`src/rtl/core/ffha_pkg.sv`:
```
// Package for the first-fit heap allocator: sizes, widths, entry record,
// controller states and the structs between the controller and the slot map.
// Depends on nothing; every other file of the block imports it.
package ffha_pkg;

    // Heap geometry and entry store size.
    localparam int HEAP_BYTES   = 4096;
    localparam int HEADER_BYTES = 8;
    localparam int MAX_ENTRIES  = 64;

    // Field widths.
    localparam int ADDR_W = $clog2(HEAP_BYTES);
    localparam int SIZE_W = 12;
    localparam int TAG_W  = 8;

    // Slot index, link (one more code for the null link) and walk step count.
    localparam int SLOT_W = $clog2(MAX_ENTRIES);
    localparam int LINK_W = $clog2(MAX_ENTRIES + 1);
    localparam int STEP_W = $clog2(MAX_ENTRIES + 1);

    // Gap arithmetic holds an end address plus header plus length, then plus a need.
    localparam int SPAN_W = ADDR_W + 2;

    localparam logic [LINK_W-1:0] NULL_LINK = LINK_W'(MAX_ENTRIES);

    // Request kinds.
    localparam logic KIND_ALLOC = 1'b0;
    localparam logic KIND_FREE  = 1'b1;

    // One entry of the data store; the link lives in a memory of its own.
    typedef struct packed {
        logic [ADDR_W-1:0] start;
        logic [SIZE_W-1:0] length;
        logic [TAG_W-1:0]  tag;
    } entry_t;

    // Controller states.
    typedef enum logic [2:0] {
        ST_IDLE,
        ST_READ,
        ST_DATA,
        ST_CHECK,
        ST_WRITE,
        ST_LINK,
        ST_DONE
    } state_t;

    // Controller to slot map.
    typedef struct packed {
        logic              scan_start;
        logic              set;
        logic              clear;
        logic [SLOT_W-1:0] idx;
    } slot_ctl_t;

    // Slot map to controller.
    typedef struct packed {
        logic              done;
        logic              found;
        logic [SLOT_W-1:0] slot;
    } slot_stat_t;

endpackage

```
`src/rtl/core/ffha_req_if.sv`:
```
// Request channel of the heap allocator: valid/ready handshake and payload.
// Depends on ffha_pkg for the field widths.
interface ffha_req_if;
    import ffha_pkg::*;

    logic                     valid;
    logic                     ready;
    logic                     kind;
    logic [SIZE_W-1:0]        request_size;
    logic signed [TAG_W-1:0]  type_tag;
    logic [ADDR_W-1:0]        handle_address;

    modport source (
        output valid, kind, request_size, type_tag, handle_address,
        input  ready
    );

    modport sink (
        input  valid, kind, request_size, type_tag, handle_address,
        output ready
    );
endinterface

```
`src/rtl/core/ffha_rsp_if.sv`:
```
// Response channel of the heap allocator: valid/ready handshake and payload.
// Depends on ffha_pkg for the field widths.
interface ffha_rsp_if;
    import ffha_pkg::*;

    logic              valid;
    logic              ready;
    logic              ok;
    logic [ADDR_W-1:0] block_address;

    modport source (
        output valid, ok, block_address,
        input  ready
    );

    modport sink (
        input  valid, ok, block_address,
        output ready
    );
endinterface

```
`src/rtl/core/first_fit_heap_allocator_unit.sv`:
```
// Top level of the first-fit heap allocator: list walk controller, entry and
// link memories, response register. Depends on ffha_pkg, ffha_req_if,
// ffha_rsp_if and ffha_slot_map.
//
//   channel | dir | handshake   | payload
//   --------+-----+-------------+-------------------------------------------------
//   req     | in  | valid/ready | kind, request_size, type_tag, handle_address
//   rsp     | out | valid/ready | ok, block_address
//
// A request walks the address-ordered list one entry at a time (memory read,
// then compare). After loading its response the controller passes through idle
// before it takes the next request. The free-slot scan, one slot a cycle, runs
// alongside the walk; an allocation waits in its check state until the scan is
// done. One request is in work at a time; a new one is taken while the previous
// response still waits in its register.
// Reset empties the list and the slot map at once; the memories need no clearing.
module first_fit_heap_allocator_unit (
    input  logic          clk,
    input  logic          rst_n,
    ffha_req_if.sink      req,
    ffha_rsp_if.source    rsp
);
    import ffha_pkg::*;

    // Memories: entry data and links, one read port each at the same address.
    entry_t            data_mem [MAX_ENTRIES];
    logic [LINK_W-1:0] link_mem [MAX_ENTRIES];
    entry_t            rd_data;
    logic [LINK_W-1:0] rd_link;

    logic              rd_en;
    logic [SLOT_W-1:0] rd_addr;
    logic              data_we;
    logic [SLOT_W-1:0] data_wa;
    entry_t            data_wd;
    logic              link_we;
    logic [SLOT_W-1:0] link_wa;
    logic [LINK_W-1:0] link_wd;

    // Controller registers.
    state_t            state_reg, state_next;
    logic              kind_reg, kind_next;
    logic [SIZE_W-1:0] size_reg, size_next;
    logic [TAG_W-1:0]  tag_reg, tag_next;
    logic [ADDR_W-1:0] addr_reg, addr_next;
    logic [SPAN_W-1:0] need_reg, need_next;
    logic [SPAN_W-1:0] start_reg, start_next;
    logic [LINK_W-1:0] cur_reg, cur_next;
    logic [LINK_W-1:0] prev_reg, prev_next;
    logic [STEP_W-1:0] steps_reg, steps_next;
    logic [LINK_W-1:0] link_val_reg, link_val_next;
    logic              ok_reg, ok_next;
    logic [LINK_W-1:0] head_reg, head_next;

    // Response register.
    logic              rsp_valid_reg, rsp_valid_next;
    logic              rsp_ok_reg, rsp_ok_next;
    logic [ADDR_W-1:0] rsp_addr_reg, rsp_addr_next;

    slot_ctl_t  slot_ctl;
    slot_stat_t slot_stat;

    // Walk decode.
    logic              walk_end;
    logic              prev_valid;
    logic [SPAN_W-1:0] end_w;
    logic              gap_fits;
    logic [SPAN_W-1:0] after_w;
    logic              heap_over;
    logic              addr_match;
    logic              req_fire;
    logic              rsp_free;

    ffha_slot_map u_slot_map (
        .clk   (clk),
        .rst_n (rst_n),
        .ctl   (slot_ctl),
        .stat  (slot_stat)
    );

    // Entry data memory.
    always_ff @(posedge clk)
    begin
        if (data_we)
        begin
            data_mem[data_wa] <= data_wd;
        end
        if (rd_en)
        begin
            rd_data <= data_mem[rd_addr];
        end
    end

    // Link memory.
    always_ff @(posedge clk)
    begin
        if (link_we)
        begin
            link_mem[link_wa] <= link_wd;
        end
        if (rd_en)
        begin
            rd_link <= link_mem[rd_addr];
        end
    end

    // Combinational decode of the walk.
    always_comb
    begin
        walk_end   = (steps_reg == STEP_W'(MAX_ENTRIES)) || (cur_reg >= NULL_LINK);
        prev_valid = prev_reg < NULL_LINK;
        end_w      = SPAN_W'(rd_data.start);
        gap_fits   = (end_w >= start_reg) && ((end_w - start_reg) >= need_reg);
        after_w    = end_w + SPAN_W'(HEADER_BYTES) + SPAN_W'(rd_data.length);
        heap_over  = (start_reg + need_reg) > SPAN_W'(HEAP_BYTES);
        addr_match = rd_data.start == addr_reg;
        req_fire   = req.valid && req.ready;
        rsp_free   = !rsp_valid_reg || rsp.ready;
    end

    // Next state.
    always_comb
    begin
        state_next = state_reg;
        case (state_reg)
            ST_IDLE:
            begin
                if (req_fire)
                begin
                    state_next = ST_READ;
                end
            end
            ST_READ:
            begin
                if (!walk_end)
                begin
                    state_next = ST_DATA;
                end
                else if (kind_reg == KIND_ALLOC)
                begin
                    state_next = ST_CHECK;
                end
                else
                begin
                    state_next = ST_DONE;
                end
            end
            ST_DATA:
            begin
                if (kind_reg == KIND_ALLOC)
                begin
                    state_next = gap_fits ? ST_CHECK : ST_READ;
                end
                else
                begin
                    state_next = addr_match ? ST_LINK : ST_READ;
                end
            end
            ST_CHECK:
            begin
                if (heap_over)
                begin
                    state_next = ST_DONE;
                end
                else if (slot_stat.done)
                begin
                    state_next = slot_stat.found ? ST_WRITE : ST_DONE;
                end
            end
            ST_WRITE: state_next = ST_LINK;
            ST_LINK:  state_next = ST_DONE;
            ST_DONE:
            begin
                if (rsp_free)
                begin
                    state_next = ST_IDLE;
                end
            end
            default:  state_next = ST_IDLE;
        endcase
    end

    // Outputs of the controller and next values of the datapath registers.
    always_comb
    begin
        req.ready      = state_reg == ST_IDLE;
        rd_en          = 1'b0;
        rd_addr        = cur_reg[SLOT_W-1:0];
        data_we        = 1'b0;
        data_wa        = slot_stat.slot;
        data_wd.start  = start_reg[ADDR_W-1:0];
        data_wd.length = size_reg;
        data_wd.tag    = tag_reg;
        link_we        = 1'b0;
        link_wa        = slot_stat.slot;
        link_wd        = cur_reg;
        slot_ctl.scan_start = 1'b0;
        slot_ctl.set   = 1'b0;
        slot_ctl.clear = 1'b0;
        slot_ctl.idx   = slot_stat.slot;

        kind_next      = kind_reg;
        size_next      = size_reg;
        tag_next       = tag_reg;
        addr_next      = addr_reg;
        need_next      = need_reg;
        start_next     = start_reg;
        cur_next       = cur_reg;
        prev_next      = prev_reg;
        steps_next     = steps_reg;
        link_val_next  = link_val_reg;
        ok_next        = ok_reg;
        head_next      = head_reg;
        rsp_valid_next = rsp_valid_reg && !rsp.ready;
        rsp_ok_next    = rsp_ok_reg;
        rsp_addr_next  = rsp_addr_reg;

        case (state_reg)
            // Take a request and start the walk at the list head.
            ST_IDLE:
            begin
                if (req_fire)
                begin
                    kind_next  = req.kind;
                    size_next  = req.request_size;
                    tag_next   = req.type_tag;
                    addr_next  = req.handle_address;
                    need_next  = SPAN_W'(HEADER_BYTES) + SPAN_W'(req.request_size);
                    start_next = '0;
                    cur_next   = head_reg;
                    prev_next  = NULL_LINK;
                    steps_next = '0;
                    ok_next    = 1'b0;
                    slot_ctl.scan_start = 1'b1;
                end
            end
            // Read the current entry unless the walk is over.
            ST_READ:
            begin
                rd_en = !walk_end;
            end
            // Test the entry, or step to the next one.
            ST_DATA:
            begin
                if (kind_reg == KIND_ALLOC)
                begin
                    if (!gap_fits)
                    begin
                        start_next = after_w;
                        prev_next  = cur_reg;
                        cur_next   = rd_link;
                        steps_next = steps_reg + STEP_W'(1);
                    end
                end
                else if (addr_match)
                begin
                    link_val_next  = rd_link;
                    ok_next        = 1'b1;
                    slot_ctl.clear = 1'b1;
                    slot_ctl.idx   = cur_reg[SLOT_W-1:0];
                end
                else
                begin
                    prev_next  = cur_reg;
                    cur_next   = rd_link;
                    steps_next = steps_reg + STEP_W'(1);
                end
            end
            // Write the new entry into the free slot; it links to the walk's stop point.
            ST_WRITE:
            begin
                data_we       = 1'b1;
                link_we       = 1'b1;
                slot_ctl.set  = 1'b1;
                link_val_next = LINK_W'(slot_stat.slot);
                ok_next       = 1'b1;
            end
            // Point the predecessor, or the head, at the new link.
            ST_LINK:
            begin
                if (prev_valid)
                begin
                    link_we = 1'b1;
                    link_wa = prev_reg[SLOT_W-1:0];
                    link_wd = link_val_reg;
                end
                else
                begin
                    head_next = link_val_reg;
                end
            end
            // Load the response register once it is free.
            ST_DONE:
            begin
                if (rsp_free)
                begin
                    rsp_valid_next = 1'b1;
                    rsp_ok_next    = ok_reg;
                    rsp_addr_next  = (ok_reg && kind_reg == KIND_ALLOC)
                                     ? start_reg[ADDR_W-1:0] : '0;
                end
            end
            default:
            begin
            end
        endcase
    end

    // Control registers.
    always_ff @(posedge clk or negedge rst_n)
    begin
        if (!rst_n)
        begin
            state_reg     <= ST_IDLE;
            head_reg      <= NULL_LINK;
            rsp_valid_reg <= 1'b0;
        end
        else
        begin
            state_reg     <= state_next;
            head_reg      <= head_next;
            rsp_valid_reg <= rsp_valid_next;
        end
    end

    // Payload registers.
    always_ff @(posedge clk)
    begin
        kind_reg     <= kind_next;
        size_reg     <= size_next;
        tag_reg      <= tag_next;
        addr_reg     <= addr_next;
        need_reg     <= need_next;
        start_reg    <= start_next;
        cur_reg      <= cur_next;
        prev_reg     <= prev_next;
        steps_reg    <= steps_next;
        link_val_reg <= link_val_next;
        ok_reg       <= ok_next;
        rsp_ok_reg   <= rsp_ok_next;
        rsp_addr_reg <= rsp_addr_next;
    end

    assign rsp.valid         = rsp_valid_reg;
    assign rsp.ok            = rsp_ok_reg;
    assign rsp.block_address = rsp_addr_reg;

endmodule

```
`src/rtl/core/ffha_slot_map.sv`:
```
// Slot occupancy map of the heap allocator and its lowest-free-slot scanner.
// Depends on ffha_pkg for the slot widths and the control/status structs.
module ffha_slot_map (
    input  logic               clk,
    input  logic               rst_n,
    input  ffha_pkg::slot_ctl_t  ctl,
    output ffha_pkg::slot_stat_t stat
);
    import ffha_pkg::*;

    logic [MAX_ENTRIES-1:0] used_reg;
    logic [SLOT_W-1:0]      scan_idx_reg;
    logic                   done_reg;
    logic                   found_reg;

    // One bit per slot, set on allocation and cleared on free.
    always_ff @(posedge clk or negedge rst_n)
    begin
        if (!rst_n)
        begin
            used_reg <= '0;
        end
        else
        begin
            if (ctl.set)
            begin
                used_reg[ctl.idx] <= 1'b1;
            end
            if (ctl.clear)
            begin
                used_reg[ctl.idx] <= 1'b0;
            end
        end
    end

    // The scan checks one slot a cycle from slot 0 and stops at the first free one or after the last slot.
    always_ff @(posedge clk or negedge rst_n)
    begin
        if (!rst_n)
        begin
            scan_idx_reg <= '0;
            done_reg     <= 1'b0;
            found_reg    <= 1'b0;
        end
        else if (ctl.scan_start)
        begin
            scan_idx_reg <= '0;
            done_reg     <= 1'b0;
            found_reg    <= 1'b0;
        end
        else if (!done_reg)
        begin
            if (!used_reg[scan_idx_reg])
            begin
                found_reg <= 1'b1;
                done_reg  <= 1'b1;
            end
            else if (scan_idx_reg == SLOT_W'(MAX_ENTRIES - 1))
            begin
                done_reg <= 1'b1;
            end
            else
            begin
                scan_idx_reg <= scan_idx_reg + SLOT_W'(1);
            end
        end
    end

    assign stat.done  = done_reg;
    assign stat.found = found_reg;
    assign stat.slot  = scan_idx_reg;

endmodule

```
`src/flat_wrapper.sv`:
```
// flat-port wrapper written by rule: the top's interface ports become plain ports
module first_fit_heap_allocator_unit_flat import ffha_pkg::*;
  (clk, rst_n, req_valid, req_kind, req_request_size, req_type_tag, req_handle_address, req_ready, rsp_valid, rsp_ok, rsp_block_address, rsp_ready);
  ffha_req_if req_i ();
  ffha_rsp_if rsp_i ();
  input  logic clk;
  input  logic rst_n;
  input wire logic [$bits(req_i.valid)-1:0] req_valid;
  input wire logic [$bits(req_i.kind)-1:0] req_kind;
  input wire logic [$bits(req_i.request_size)-1:0] req_request_size;
  input wire logic [$bits(req_i.type_tag)-1:0] req_type_tag;
  input wire logic [$bits(req_i.handle_address)-1:0] req_handle_address;
  output wire logic [$bits(req_i.ready)-1:0] req_ready;
  output wire logic [$bits(rsp_i.valid)-1:0] rsp_valid;
  output wire logic [$bits(rsp_i.ok)-1:0] rsp_ok;
  output wire logic [$bits(rsp_i.block_address)-1:0] rsp_block_address;
  input wire logic [$bits(rsp_i.ready)-1:0] rsp_ready;
  assign req_i.valid = req_valid;
  assign req_i.kind = req_kind;
  assign req_i.request_size = req_request_size;
  assign req_i.type_tag = req_type_tag;
  assign req_i.handle_address = req_handle_address;
  assign req_ready = req_i.ready;
  assign rsp_valid = rsp_i.valid;
  assign rsp_ok = rsp_i.ok;
  assign rsp_block_address = rsp_i.block_address;
  assign rsp_i.ready = rsp_ready;
  first_fit_heap_allocator_unit u_core (.clk(clk), .rst_n(rst_n), .req(req_i), .rsp(rsp_i));
endmodule
```
`config.mk`:
```
export PLATFORM = sky130hd
export DESIGN_NAME = first_fit_heap_allocator_unit_flat
export DESIGN_NICKNAME = d
export VERILOG_FILES = /design/src/rtl/core/ffha_pkg.sv /design/src/rtl/core/ffha_req_if.sv /design/src/rtl/core/ffha_rsp_if.sv /design/src/rtl/core/first_fit_heap_allocator_unit.sv /design/src/rtl/core/ffha_slot_map.sv /design/src/flat_wrapper.sv
export SDC_FILE = /design/constraint.sdc
export NUM_CORES = 2
export LEC_CHECK = 0
export BUFFER_PORTS_ARGS = -buffer_cell sky130_fd_sc_hd__buf_2
export CAP_MARGIN = 15
export CELL_PAD_IN_SITES_DETAIL_PLACEMENT = 0
export CELL_PAD_IN_SITES_GLOBAL_PLACEMENT = 1
export CORE_AREA = 10 10 477 479
export DETAILED_ROUTE_END_ITERATION = 8
export DIE_AREA = 0 0 487 489
export HOLD_SLACK_MARGIN = 0.15
export PLACE_DENSITY = 0.7
export SKIP_CTS_REPAIR_TIMING = 1
export SYNTH_ARGS = -nofsm -noshare
export SYNTH_HDL_FRONTEND = slang
export SYNTH_SLANG_ARGS = --single-unit
```
`constraint.sdc`:
```
create_clock -name clk -period 6.2 [get_ports clk]
set_clock_uncertainty 0.1 [all_clocks]
set_input_delay 1.24 -clock clk [delete_from_list [all_inputs] [get_ports clk]]
set_output_delay 1.24 -clock clk [all_outputs]
set_load 0.005 [all_outputs]
```
; ---- Word-level counts from Yosys, hierarchy flattened
; Memory sizes are Yosys's and may differ from the RTL's. A register that Yosys moved wholly into a read port is not among the register bits.
; Index checks and enable logic that the tools add are counted.
[word_totals]
register_bits = 186
latch_bits = 0
ram_bits = 2496
rom_bits = 0
in_bits = 37
output_inout_bits = 15
elab_cells = 161
n_memories = 2
[memory_table]
columns = memory, words, word_bits, read_ports, rd_clocked_by_memory_dff, wr, line
row1 = u_core.data_mem, 64, 32, 1, 1, 1, first_fit_heap_allocator_unit.sv:26  ; entry_t data_mem [MAX_ENTRIES];
row2 = u_core.link_mem, 64, 7, 1, 1, 1, first_fit_heap_allocator_unit.sv:27  ; logic [LINK_W-1:0] link_mem [MAX_ENTRIES];
[classes]
n_addsub = 7
mul = 0
div_mod_pow = 0
order_cmp = 8
eq_ne = 21
shifts = 0
muxes = 73
bitwise = 5
n_reduce_logical = 25
[op_table]
columns = operator, count
row1 = $mux W7, 19
row2 = $mux W64, 2
row3 = $and A64 B64 Y64, 1
row4 = $not A64 Y64, 1
row5 = $or A64 B64 Y64, 1
row6 = $pmux W7 S2, 4
row7 = $mux W14, 3
row8 = $mux W6, 6
row9 = $pmux W14 S2, 1
row10 = $mux W3, 8
row11 = $mux W1, 23
row12 = $pmux W3 S7, 1
row13 = $add A14 B12 Y14, 1
row14 = $add A14 B14 Y14, 1
row15 = $ge A12 B14 Y1, 1
row16 = $ge A14 B14 Y1, 1
row17 = $gt A14 B13 Y1 const B, 1
row18 = $lt A6 B7 Y1 const B, 2
row19 = $sub A12 B14 Y14, 1
row20 = $add A12 B4 Y13 const B, 1
row21 = $add A4 B12 Y13 const A, 1
row22 = $eq A12 B12 Y1, 1
row23 = $ne A2 B1 Y1 const B, 6
row24 = $reduce_and A4 Y1, 3
row25 = 27 further kinds, 49

; ---- Depth between registers and ports, before layout
[logic_depth]
ltp_word = 12
ltp_mapped = 20
depth_no_buf = 20

; ---- Modules after synthesis
; A second synthesis with hierarchy kept.
[hier_totals]
cells_unflattened = 3972
hier_area_um2 = 86659.4
[modules_own_cells]
columns = module, instances, cells_each, area_each_um2, seq_area_each_um2
row1 = first_fit_heap_allocator_unit, 1, 3634, 83072.2, 63517.2
row2 = ffha_slot_map, 1, 338, 3587.2, 1801.7

; ---- Worst setup path before layout
; OpenSTA, ideal clock, no wires.
[synth_path]
path_type = reg2reg
from = reg u_core.start_reg[1]
to = reg u_core.cur_reg[0], enable pin
setup_time_ns = 0.432
t_arrival_ns = 5.684
t_required_ns = 5.668
setup_slack_ns = -0.016
path_stages_with_launch = 20
path_buffers = 0
synth_period_minus_slack_ns = 6.216
path_cell_list = edfxtp_1 inv_1 ha_1 nor2b_1 o21ai_0 nand2b_1 a21o_1 a21o_1 a21oi_1 o21bai_1 xnor2_1 ha_1 a21o_1 a211oi_1 o21ai_0 a21oi_1 o21ai_0 a221oi_1 nor3_1 a211oi_1
[synth_via]
elab_chain_cells = 5
word_cells_on_any_way = 6
classes_between = add/sub (1) / order compare (2) / eq/ne (1) / reduce/logical (2)
[synth_rtl]
columns = item, line
row1 = from (decl), first_fit_heap_allocator_unit.sv:47  ; logic [SPAN_W-1:0] start_reg, start_next;
row2 = from (signal assigned), first_fit_heap_allocator_unit.sv:334  ; start_reg <= start_next;
row3 = $sub A12 B14 Y14, first_fit_heap_allocator_unit.sv:113  ; gap_fits = (end_w >= start_reg) && ((end_w - start_reg) >= need_reg);
row4 = $ge A14 B14 Y1, first_fit_heap_allocator_unit.sv:113
row5 = $logic_and A1 B1 Y1 (*), first_fit_heap_allocator_unit.sv:113
row6 = $ne A3 B2 Y1 (no source line) (*), -
row7 = $reduce_and A4 Y1 (no source line) (*), -
row8 = to (signal assigned), first_fit_heap_allocator_unit.sv:335  ; cur_reg <= cur_next;
row9 = to (decl), first_fit_heap_allocator_unit.sv:48  ; logic [LINK_W-1:0] cur_reg, cur_next;
; Every way passes the cells marked *; elsewhere a longest branch is shown, timed or not.
; A chain may end at the register's enable or synchronous reset.

; ---- Worst setup path in the final report
; Ends and elaborated chain as after synthesis.

==> impl_metrics.ini <==
[route]
met3_length_mm = 15.4
vias = 40500
wl_per_cell_um = 28.8
dr.pass1.iters = 6
wl_mm = 206
vias_per_cell = 5.67
top_layer = met5
drc = 0
wl_met1_mm = 84.1
wl_met2_mm = 99.2
drt_iter0_markers = 4492
drtAntennaViolNets = 0

[die]
start_util_pct = 39.7
row_count = 172
die_area_um2 = 238000
io_pins = 52
chipWidth_um = 487
core_um2 = 218000
die_y_um = 489

[synthesis]
synth_edf_count = 2106
synth_nets = 4045
synth_top_family_by_area = multiplexers
synth_area_um2 = 86600
synth-main-ff-cell = edfxtp_1
async_flop_share_pct = 3.79
synth_fa_ha_area_share_pct = 0.864
synthCells = 3950
postSynthAreaPerCell_um2 = 21.9
synth_compound_area_share_pct = 1.74
ys_ff_latch = 2189
yosysWarnings = 0
synth_cell_types = 71
ys_seq_area_share_pct = 75.4
synth_mux_area_share_pct = 17.6
synth_xor_area_share_pct = 0.617
synth_simple_gate_area_share_pct = 2.50

[final_layout]
final_area_um2 = 97400
drive_gt1_share_pct = 27.6
layout.cells.most_common_list = edfxtp_1 (2106), mux4_2 (667), clkbuf_16 (212), nor2_1 (135), nand2_1 (122)
layout_commonest_cell = edfxtp_1
largest_reg_flops = 1536
nNetsFinal = 4185
area_delta_synth_final_pct = 12.5
stdcell_count = 7138

[sta]
final-setup-viol-count = 0
slew_headroom_pct = 25.2
period_needed_ps = 5010
post-route-period-util_pct = 80.8
rsz0062_at_grt = no
slew_viol_final = 0
max_freq_mhz = 200
fin_setup_tns_ps = 0
fin_hold_ws_ps = 346
worst_slew_pin_slew_ps = 1120
final_hold_viol_count = 0

[clock_network]
insertion_delay_ps = 860
cts.clk_slew.worst_paths_ps = 60
clock-sinks = 2189
cts-buffers-inserted = 208
cts_tree = done
clk_path_buf_depth = 3
cts_root_buffer = clkbuf_16
h-tree-depth = 4

[grt]
grt_max_degree = 118
grt_pass1_wl_mm = 298
antenna_found_initial = 11
track_usage_pct = 17.1
grt_pass1_vias = 41300
overflow = 0

[place]
port_buffers = 43
placed_area_um2 = 90600
place_inst = 6745
hpwlAfterDp_mm = 117
routabilityCongestion = 0.809

[setup_path]
cp_cell_sequence = buf_4 > fa_1 > nor2b_1 > o31a_1 > o21ai_0 > nand2b_1 > a21oi_1 > nor2_1 > nor2_1 > xnor2_1 > ha_1 > a211oi_1 > o21ai_0 > a21oi_1 > o21ai_0 > a221oi_1 > nor3_1 > a211oi_4 > buf_4
critPathMaxStageDelay_ps = 600
setup.worst_path.class = reg -> reg
critPathLaunchType = flip-flop
ff2ff_path_depth = 19
crit_slowest_cell = buf_4
crit_arrival_ps = 5420
crit_top_cell = o21ai_0
crit_required_ps = 6610
critPathMaxFanout = 67
critPathCaptureType = flip-flop

[hold_path]
min_path_type = reg -> reg
hold_depth = 0

[power]
p_leak_nw = 30.4
ir_drop_mv = 0.352
report.power.total_mw = 44.9
powerDensity_nw_per_um2 = 461

[job]
maxCapViolCount = 0

[status]
status = complete, no violations
## per-stage QoR
stage | setup WS, ps | utilization (%)
floorplan | 535 | -
global placement | 1130 | 41.5
detailed placement | 1260 | 41.5
CTS | 1240 | 44.6
global route | 866 | 44.6
finish | 1190 | 44.6
## where the power goes
group          switching [mW]  leakage, nW  total (mW)  internal [mW]
clock network            5.46         3.24        12.4           6.95
logic                    8.20         7.05        14.0           5.78
registers               0.423         20.1        18.5           18.1
total                    14.1         30.4        44.9           30.8
## Yosys cell counts, types with 4 or more instances
| cell | number | area (µm²) |
|---|---|---|
| a211oi_1 | 6 | 45.0 |
| a21o_1 | 9 | 67.6 |
| a21oi_1 | 120 | 601 |
| a2bb2oi_1 | 22 | 193 |
| a31oi_1 | 5 | 31.3 |
| and2_1 | 44 | 275 |
| and3_1 | 9 | 56.3 |
| buf_1 | 20 | 75.1 |
| buf_2 | 71 | 355 |
| buf_6 | 5 | 56.3 |
| clkbuf_1 | 95 | 357 |
| dfrtp_1 | 82 | 2050 |
| edfxtp_1 | 2106 | 63200 |
| ha_1 | 55 | 688 |
| inv_1 | 45 | 169 |
| mux2_2 | 9 | 101 |
| mux2i_1 | 15 | 150 |
| mux4_2 | 667 | 15000 |
| nand2_1 | 129 | 484 |
| nand2b_1 | 15 | 93.8 |
| nand3_1 | 29 | 145 |
| nand3b_1 | 4 | 30.0 |
| nand4_1 | 7 | 43.8 |
| nor2_1 | 179 | 672 |
| nor2b_1 | 9 | 56.3 |
| nor3_1 | 11 | 55.1 |
| nor3b_1 | 4 | 30.0 |
| nor4_1 | 5 | 31.3 |
| o21a_1 | 8 | 60.1 |
| o21ai_0 | 25 | 125 |
| o21ai_1 | 8 | 40.0 |
| o21bai_1 | 4 | 30.0 |
| o22ai_1 | 6 | 37.5 |
| o31ai_1 | 4 | 30.0 |
| or2_2 | 6 | 37.5 |
| or3_1 | 5 | 31.3 |
| xnor2_1 | 35 | 307 |
| xor2_1 | 26 | 228 |
## cells by family after synthesis
group,Yosys count
muxes,691
xor gates and xnor gates,61
DFF,2189
buffers and inverters,240
and+or+nand+nor,470
adders and majority gates,58
AOI/OAI and AO/OA,241
## critical path, delay by kind of cell, from the launching register on
family	cells	cell delay [ps]
buf+inv	2	920
fa+ha+maj	2	600
compound gates	9	1930
simple gates	5	620
flops	1	360
xor+xnor	1	130
## worst paths after layout
kind / from / slack (ps) / to
worst max-delay path: u_core.start_reg[1] / 1190 / u_core.cur_reg[0]
worst min-delay path: u_core.ok_reg / 350 / u_core.rsp.ok
worst max register to register: u_core.start_reg[1] / 1190 / u_core.cur_reg[0]
worst min register to register: u_core.ok_reg / 350 / u_core.rsp.ok
max in group asynchronous: rst_n / 4130 / u_core.u_slot_map.used_reg[49]
min in group asynchronous: rst_n / 620 / u_core.state_reg[2]
## layer usage
metal  track usage [%]  vias to the layer above
met1              23.7                    21800
li1                  -                    16800
met3              3.09                      330
met2              27.4                     1541
met5                 0                        -
met4              5.92                        2
## layout make-up
type,count,area (µm²)
Fill cell,18300,121000
Sequential cell,2189,65300
Multi-Input combinational cell,1521,20600
Clock buffer,258,5500
Tap cell,2871,3590
Clock inverter,120,1130
Timing Repair Buffer,124,1020
Inverter,46,173
Antenna cell,9,22.5
No activity file was read; power rests on OpenSTA's default activity.
